==> src/hdl/convex_hull_scan_core_assert.svh <==
// ============================================================================
// Assertion macros for the convex hull scan core.
// Shared implication forms used by the core RTL.
// ============================================================================
`ifndef CONVEX_HULL_SCAN_CORE_ASSERT_SVH
`define CONVEX_HULL_SCAN_CORE_ASSERT_SVH

// Antecedent implies consequent in the same cycle.
`define CHS_ASSERT_IMP(label, ante, cons, msg) \
    label: assert property (@(posedge clk) disable iff (!rst_n) (ante) |-> (cons)) \
        else $error(msg);

// Antecedent implies consequent in the next cycle.
`define CHS_ASSERT_NEXT(label, ante, cons, msg) \
    label: assert property (@(posedge clk) disable iff (!rst_n) (ante) |=> (cons)) \
        else $error(msg);

`endif

==> src/hdl/chs_ram.sv <==
// ============================================================================
// Generic single-port-write, single-port-read RAM
// One write port, one read port, read data registered.
// ============================================================================
`default_nettype none
module chs_ram #(
    parameter int WIDTH = 32,
    parameter int DEPTH = 64
) (
    input  wire logic                     clk,
    input  wire logic                     we,
    input  wire logic [$clog2(DEPTH)-1:0] waddr,
    input  wire logic [WIDTH-1:0]         wdata,
    input  wire logic [$clog2(DEPTH)-1:0] raddr,
    output logic      [WIDTH-1:0]         rdata
);

    logic [WIDTH-1:0] mem [DEPTH];

    always_ff @(posedge clk)
    begin
        if (we)
        begin
            mem[waddr] <= wdata;
        end
        rdata <= mem[raddr];
    end

endmodule
`default_nettype wire

==> config.mk <==
export PLATFORM = sky130hd
export DESIGN_NAME = chs_ram
export DESIGN_NICKNAME = d
export VERILOG_FILES = /design/src/hdl/convex_hull_scan_core_assert.svh /design/src/hdl/chs_ram.sv
export SDC_FILE = /design/constraint.sdc
export NUM_CORES = 2
export LEC_CHECK = 0
export BUFFER_PORTS_ARGS = -buffer_cell sky130_fd_sc_hd__buf_2
export CAP_MARGIN = 20
export CORE_ASPECT_RATIO = 0.8
export CORE_MARGIN = 2
export CORE_UTILIZATION = 40
export DETAILED_ROUTE_END_ITERATION = 8
export GPL_TIMING_DRIVEN = 1
export PLACE_DENSITY_LB_ADDON = 0.05
export SYNTH_ARGS = -nofsm -noshare
export SYNTH_HDL_FRONTEND = slang
export SYNTH_SLANG_ARGS = --single-unit
==> constraint.sdc <==
create_clock -name clk -period 4.35 [get_ports clk]
set_input_delay 0.87 -clock clk [delete_from_list [all_inputs] [get_ports clk]]
set_output_delay 0.87 -clock clk [all_outputs]
set_load 0.005 [all_outputs]
==> flow_summary_export.csv <==
group,metric,value,unit
finish,mostFrequentLayoutCell,"edfxtp_1",
synth,synth_cell_type_count,34,
setup_path,crit_type,"primary input to flip-flop",
timing,worstMarginPinSlew,1.146,ns
synth,yosys.area.top_type,"edfxtp_1",
clocking,clk_latency,0.82,ns
placed_design,place.port_buffers,77,
global_routing,grt_pass1_vias,38108,
synth,netlist_top_cells_area,"edfxtp_1 78%, mux4_2 16%, mux2i_1 1.2%, dfxtp_1 0.82%, o22ai_1 0.67%",
global_routing,grt_use_total,22.17,%
power_and_ir_drop,irDropWorstVdd,324.3,µV
power_and_ir_drop,p_leak,28.40,nW
timing,setup_tns,0,ns
floorplanning,io_pins,78,
setup_path,crit_arrival,3.90,ns
synth,yosys_register_bits,2080,
clocking,clk_path_buf_depth,3,
routing,vias,37375,
clocking,path_clk_slew,0.06,ns
timing,fin_crit_sh,74.37,%
timing,max_freq,309.1,MHz
timing,rsz0062_at_grt,"no",
clocking,clock-sinks,2080,
global_routing,grt_pass1_wl,307.7,mm
worst_hold_path,hold_path.class,"primary input to flip-flop",
floorplanning,dieArea,0.1999,mm²
routing,drt_iter0_drc,4704,
routing,drc,0,
floorplanning,die_x,499.3,µm
global_routing,grt_max_degree,96,
power_and_ir_drop,p_per_area,465.8,mW/mm²
clocking,cts_root_buf,"clkbuf_16",
timing,slew_headroom,23.62,%
finish,layout-drive-gt1-share,32.15,%
clocking,numCtsBuffers,203,
routing,routedWlPerCell,34.55,µm
power_and_ir_drop,power,0.04243,W
floorplanning,rows,145,
routing,via_per_inst,5.838,
routing,first_pass_iters,5,
timing,slew_violations,0,
floorplanning,initial_core_util,40.22,%
setup_path,critPathMaxFanout,95,
status,outcome,"complete, no violations",
floorplanning,core-area,0.1952,mm²
routing,final_antenna_net_count,0,
placed_design,place_congestion,0.7896,
finish,fillers,15982,
synth,synth_nets,3370,
clocking,htreeDepth,4,
synth,netlist_area,0.07852,mm²
global_routing,antenna_found_initial,28,
global_routing,overflow,0,
setup_path,startpoint_type,"primary input",
synth,ys_seq_area_share,79.14,%
routing,postRouteWirelength,221.2,mm
placed_design,hpwl,123.1,mm
setup_path,cp-end-kind,"flip-flop",
clocking,cts_resized,0,
clocking,hold_buffers,0,
clocking,cts_tree,"done",
synth,synth_cells,3324,
timing,whs,0.4600,ns
flow_run,max-cap-violations,0,
synth,ys_warn_count,0,
finish,final_cell_mix,"2,048 x edfxtp_1, 544 x mux4_2, 210 x clkbuf_16",
timing,setup_viol,0,
timing,fin_crit,3.235,ns
floorplanning,die_y,400.3,µm
synth,syn_avg_cell_area,23.62,µm²
timing,report.final.hold_viol_count,0,
timing,skew,0.02556,ns
setup_path,crit_required,5.01,ns
finish,area_growth,16.01,%
synth,synth_top_area_share,78.33,%
clocking,postCtsSetupBuffers,0,
finish,finish.net_count,3694,
-- metal layers --
metal	vias to the layer above	global-route usage [%]	wire [µm]
met5	-	0	60
met4	10	5.024	4588
met3	304	3.831	14990
met2	1350	34.46	103700
met1	20731	32.87	97840
li1	14980	-	-
-- report_power, final --
group | internal, W | switching, W | total [W] | leakage (nW)
clock | 0.0105 | 0.00754 | 0.0180 | 3.37
sequential | 0.0222 | 0.0000860 | 0.0223 | 18.7
combinational | 0.000819 | 0.00132 | 0.00214 | 6.34
-- synthesized netlist by cell type, drive strengths merged --
| cell type | n |
|---|---|
| or2 | 3 |
| or3b | 5 |
| nand4b | 1 |
| o32ai | 4 |
| nand2b | 8 |
| or3 | 3 |
| nand3b | 5 |
| mux4 | 544 |
| buf | 108 |
| nand4 | 2 |
| a22oi | 12 |
| nor2 | 137 |
| dfxtp | 32 |
| and3 | 4 |
| o221ai | 27 |
| a41o | 4 |
| and2 | 2 |
| a31oi | 1 |
| nand3 | 5 |
| mux2i | 93 |
| nand2 | 26 |
| a311oi | 8 |
| nor3 | 7 |
| o22ai | 84 |
| clkbuf | 74 |
| edfxtp | 2048 |
| nor2b | 15 |
| a21oi | 62 |
-- critical path: stages --
cell     delay (ns)
buf_8          0.26
buf_12         0.57
mux4_2         0.61
mux4_2         0.49
o22ai_1        0.77
nor2_1         0.10
-- kinds of logic after synthesis --
kind of cell           count (synthesis)  synth area share (%)
AOI/OAI and AO/OA                    202                 1.673
buffers and inverters                182                 1.128
DFF                                 2080                 79.14
muxes                                637                 16.79
and+or+nand+nor                      223                 1.265
-- metrics by stage --
step / setup WS [ns] / cell area, µm² / utilization (%) / cells
after detailed placement: 0.2694 / 84060 / 43.06 / 6006
after floorplan: 0.3202 / 78520 / - / 3324
after global placement: 0.2411 / 84030 / 43.05 / 6004
after CTS: 1.173 / 90870 / 46.55 / 6386
after global routing: 1.017 / 91070 / 46.65 / 6397
final: 1.115 / 91080 / 46.66 / 6402
-- state kept, by name (all words and copies together) (netlist names) --
name	count
mem	2048
rdata	32
-- final timing paths --
path / endpoint / cells after the start / start / slack, ns
worst max-delay path: rdata[1] / 6 / raddr[0] / 1.11
worst min-delay path: mem[39][30] / 1 / wdata[30] / 0.46
worst max register to register: rdata[8] / 7 / mem[37][8] / 1.88
worst min register to register: rdata[8] / 5 / mem[12][8] / 0.88
-- area by class of cell --
type / instances / area, µm² / share of cell area (%)
repair buffers: 301 / 2929 / 3.216
diodes: 7 / 17.52 / 0.01923
flip-flops and latches: 2080 / 62140 / 68.22
multi-input cells: 1062 / 15970 / 17.53
clock buffers: 250 / 5485 / 6.022
clock inverters: 130 / 1328 / 1.457
well taps: 2572 / 3218 / 3.533
Note: power is estimated with default switching activity, not from simulation.
