==> src/hdl/convex_hull_scan_core_assert.svh <==
// ============================================================================
// Assertion macros for the convex hull scan core.
// Shared implication forms used by the core RTL.
// ============================================================================
`ifndef CONVEX_HULL_SCAN_CORE_ASSERT_SVH
`define CONVEX_HULL_SCAN_CORE_ASSERT_SVH

// Antecedent implies consequent in the same cycle.
`define CHS_ASSERT_IMP(label, ante, cons, msg) \
    label: assert property (@(posedge clk) disable iff (!rst_n) (ante) |-> (cons)) \
        else $error(msg);

// Antecedent implies consequent in the next cycle.
`define CHS_ASSERT_NEXT(label, ante, cons, msg) \
    label: assert property (@(posedge clk) disable iff (!rst_n) (ante) |=> (cons)) \
        else $error(msg);

`endif

==> src/hdl/chs_pkg.sv <==
// ============================================================================
// Convex hull scan package
// Shared types and codes for the convex hull scan core.
// ============================================================================
`default_nettype none
package chs_pkg;

    typedef enum logic [3:0] {
        ST_LOAD,
        ST_MIN_RD,
        ST_MIN,
        ST_INS_RD,
        ST_INS_CMP,
        ST_INS_MOVE,
        ST_SCAN_RD,
        ST_SCAN_CMP,
        ST_EMIT_RD,
        ST_EMIT
    } chs_state_t;

endpackage
`default_nettype wire

==> src/hdl/chs_turn.sv <==
// ============================================================================
// Turn direction unit
// Registered sign of the cross product (a-o) x (b-o) with a distance tie break.
// ============================================================================
`default_nettype none
module chs_turn
    import chs_pkg::*;
#(
    parameter int CB = 16
) (
    input  wire logic          clk,
    input  wire logic [CB-1:0] ox,
    input  wire logic [CB-1:0] oy,
    input  wire logic [CB-1:0] ax,
    input  wire logic [CB-1:0] ay,
    input  wire logic [CB-1:0] bx,
    input  wire logic [CB-1:0] by,
    output logic               left,
    output logic               colin,
    output logic               nearer
);

    logic signed [CB:0]      dax, day, dbx, dby;
    logic signed [2*CB+1:0]  p1_reg, p2_reg;
    logic        [CB+1:0]    da_reg, db_reg;
    logic        [CB:0]      max, may, mbx, mby;
    logic signed [2*CB+2:0]  diff;

    always_comb
    begin
        dax = $signed({ax[CB-1], ax}) - $signed({ox[CB-1], ox});
        day = $signed({ay[CB-1], ay}) - $signed({oy[CB-1], oy});
        dbx = $signed({bx[CB-1], bx}) - $signed({ox[CB-1], ox});
        dby = $signed({by[CB-1], by}) - $signed({oy[CB-1], oy});
        max = dax[CB] ? (CB+1)'(0) - dax : dax;
        may = day[CB] ? (CB+1)'(0) - day : day;
        mbx = dbx[CB] ? (CB+1)'(0) - dbx : dbx;
        mby = dby[CB] ? (CB+1)'(0) - dby : dby;
        diff = {p1_reg[2*CB+1], p1_reg} - {p2_reg[2*CB+1], p2_reg};
        left = !diff[2*CB+2] && (diff != '0);
        colin = (diff == '0);
        nearer = da_reg < db_reg;
    end

    always_ff @(posedge clk)
    begin
        p1_reg <= dax * dby;
        p2_reg <= day * dbx;
        da_reg <= {1'b0, max} + {1'b0, may};
        db_reg <= {1'b0, mbx} + {1'b0, mby};
    end

endmodule
`default_nettype wire
==> config.mk <==
export PLATFORM = sky130hd
export DESIGN_NAME = chs_turn
export DESIGN_NICKNAME = d
export VERILOG_FILES = /design/src/hdl/convex_hull_scan_core_assert.svh /design/src/hdl/chs_pkg.sv /design/src/hdl/chs_turn.sv
export SDC_FILE = /design/constraint.sdc
export NUM_CORES = 2
export LEC_CHECK = 0
export BUFFER_PORTS_ARGS = -buffer_cell sky130_fd_sc_hd__buf_4
export CORE_ASPECT_RATIO = 0.5
export CORE_MARGIN = 5
export CORE_UTILIZATION = 50
export CTS_CLUSTER_DIAMETER = 50
export DETAILED_ROUTE_END_ITERATION = 6
export PLACE_DENSITY = 0.66
export SYNTH_ARGS = -nofsm -noshare
export SYNTH_HDL_FRONTEND = slang
export SYNTH_SLANG_ARGS = --single-unit
==> constraint.sdc <==
create_clock -name clk -period 13.4 [get_ports clk]
set_clock_uncertainty 0.15 [all_clocks]
set_input_delay 0.67 -clock clk [delete_from_list [all_inputs] [get_ports clk]]
set_output_delay 0.67 -clock clk [all_outputs]
set_load 0.02 [all_outputs]
==> qor.yml <==
post-route-period-util: 0.703
grt_pass1_vias: 27800
wire_per_inst_microns: 20.5
synth_compound_area_frac: 0.101
setup_viol: 0
clk_pin_slew_ns: 0.08
vias: 26300
synth_cells: 3753
synthMuxAreaShare: 0.00242
antenna_found_initial: 8
cts_htree_levels: 3
grt_max_degree: 25
fin_crit_ns: 9.43
dp_hpwl_microns: 80600
synth_top_area_cell: "fa_1"
clock_sinks: 104
drive_above_1_share: 0.0727
synth_area_leaders: "fa_1 37%, ha_1 13%, inv_1 8.8%, dfxtp_1 6.5%, xnor2_1 4.8%"
die_w_microns: 368
holdBufCountCts: 0
io_buffers: 99
slew_headroom: 0.205
cts_resized: 0
start_kind: "input pin"
synth-seq-cells: 104
rsz0062_at_grt: "false"
yosys.area_share.simple: 0.162
cts-root-buf: "clkbuf_16"
place_congestion: 0.944
arrival_ns: 9.55
die_h_microns: 189
drc: 0
synth_xor_area_frac: 0.0665
cp_data_required_time_ns: 13.52
cp_slowest_cell: "o31a_1"
synth_edf_count: 0
io_pins: 100
critPathMaxStageDelay_ns: 0.74
maxClockFrequency_mhz: 106
hp-class: "input pin to register"
status: "finished clean"
synth_top_family_by_area: "adder cells"
overflow: 0
num-nets-final: 4839
worst_pin_slew_ns: 1.18
critPathMaxFanout: 20
syn-cell-area_sq_um: 32100
yosysTopAreaCellShare: 0.373
core_sq_um: 63300
ant_nets: 0
cap_violations: 0
drv_slew: 0
drtIter0Drc: 2102
area_growth_pct: 7.22
whs_endpoint: "p1_reg[0]$_DFF_P_"
finalSetupTns_ns: 0
synth-async-reset-ratio: 0
yosys_warnings: 0
ys_seq_area_frac: 0.0648
post_cts_buffers: 0
grt_pass1_wl_microns: 154000
design.die.area_sq_um: 69700
synth_fa_ha_area_frac: 0.499
tritoncts.num_buffers: 9
rows: 65
hold_path_depth: 4
fillers: 5906
synth_nets: 4772
wl_microns: 95500
track_usage: 0.283
avgSynthCellArea_sq_um: 8.56
viasPerCell: 5.63
min_from: "oy[0]"
synth_top_flop_cell: "dfxtp_1"
cts_buffer_depth: 2
cts_tree: "built"
cp-end-kind: "register"
dr.pass1.iters: 5
start_util: 0.507
critical_path_class: "input pin to register"
cp-startpoint: "ay[0]"
hold_viol: 0
ys_types: 101
-- worst max-delay path by stage --
stage / cells after the start / slack, ns / to
3_3_place_gp: 36 / 3.82 / p2_reg[33]$_DFF_P_
3_5_place_dp: 36 / 3.65 / p2_reg[33]$_DFF_P_
2_1_floorplan: 37 / 4.72 / p2_reg[33]$_DFF_P_
4_1_cts: 36 / 4.03 / p2_reg[33]$_DFF_P_
5_1_grt: 36 / 3.31 / p2_reg[32]$_DFF_P_
6_report: 36 / 3.97 / p2_reg[33]$_DFF_P_
-- cells in the mapped netlist (45+ instances only) --
master and n:
inv_1 750, nand3_1 53, xnor2_1 177, nand2_1 405, and2_1 45, nor3_1 56
xor2_1 63, fa_1 599, dfxtp_1 104, a21oi_1 118, o21ai_0 88, ha_1 323
clkbuf_1 86, nor2_1 344
-- metrics by stage --
stage / hold WS [ns] / setup WS [ns] / instance area (sq um) / utilization / std cells
floorplan: 1.02 / 4.72 / 32100 / - / 3753
global placement: 1.18 / 3.82 / 34100 / 0.539 / 4646
detailed placement: 1.18 / 3.65 / 34100 / 0.539 / 4646
CTS: 0.803 / 4.03 / 34400 / 0.544 / 4661
global route: 0.835 / 3.31 / 34400 / 0.544 / 4661
finish: 0.834 / 3.97 / 34400 / 0.544 / 4662
-- kinds of logic (layout without fill, tap and decap cells) --
group	after synthesis	in the layout
adders and majority gates	922	922
buffers and inverters	872	943
xor gates and xnor gates	242	242
muxes	7	7
DFF	104	104
AOI/OAI and AO/OA	481	481
other	0	1
and+or+nand+nor	1125	1125
-- layout by cell type (no fill, tap or decap), types with 18 or more instances in the layout --
cell      netlist  layout
inv_1         750     750
fa_1          599     599
nand2_1       405     405
nor2_1        344     344
ha_1          323     323
buf_4           1     175
xnor2_1       177     164
a21oi_1       118     118
dfxtp_1       104     104
o21ai_0        88      88
xor2_1         63      58
nor3_1         56      55
nand3_1        53      53
and2_1         45      45
nor2b_1        42      42
a21o_1         42      42
nand2b_1       36      36
o21a_1         33      33
and3_1         24      24
a31oi_1        22      21
o21bai_1       18      18
nand4_1        18      18
-- area by class of cell --
| cell class | count | area, sq um | share of cell area |
|---|---|---|---|
| Inverter | 753 | 2830 | 0.0821 |
| Sequential cell | 104 | 2080 | 0.0605 |
| Multi-Input combinational cell | 2777 | 26800 | 0.780 |
| Tap cell | 837 | 1050 | 0.0304 |
| Clock inverter | 4 | 77.6 | 0.00225 |
| Timing Repair Buffer | 175 | 1310 | 0.0382 |
| Antenna cell | 1 | 2.50 | 0.0000727 |
| Clock buffer | 11 | 233 | 0.00676 |
-- routing by layer --
metal / vias to the layer above / wire length, microns / global-route usage
met5: - / 34 / 0
met4: 6 / 3720 / 0.0964
met3: 228 / 8810 / 0.0556
met2: 1031 / 42200 / 0.454
met1: 13100 / 40800 / 0.388
li1: 11900 / - / -
-- worst max-delay path: cells and delay by family --
| kind | cells | cell delay, ns |
|---|---|---|
| buffers and inverters | 8 | 0.45 |
| adders and majority gates | 9 | 4.05 |
| xor gates and xnor gates | 1 | 0.08 |
| and+or+nand+nor | 3 | 0.33 |
| AOI/OAI and AO/OA | 15 | 3.95 |
Power is left out: the tool's default activity adds up to more than one toggle a clock period on the data nets, which glitch-free logic cannot reach.
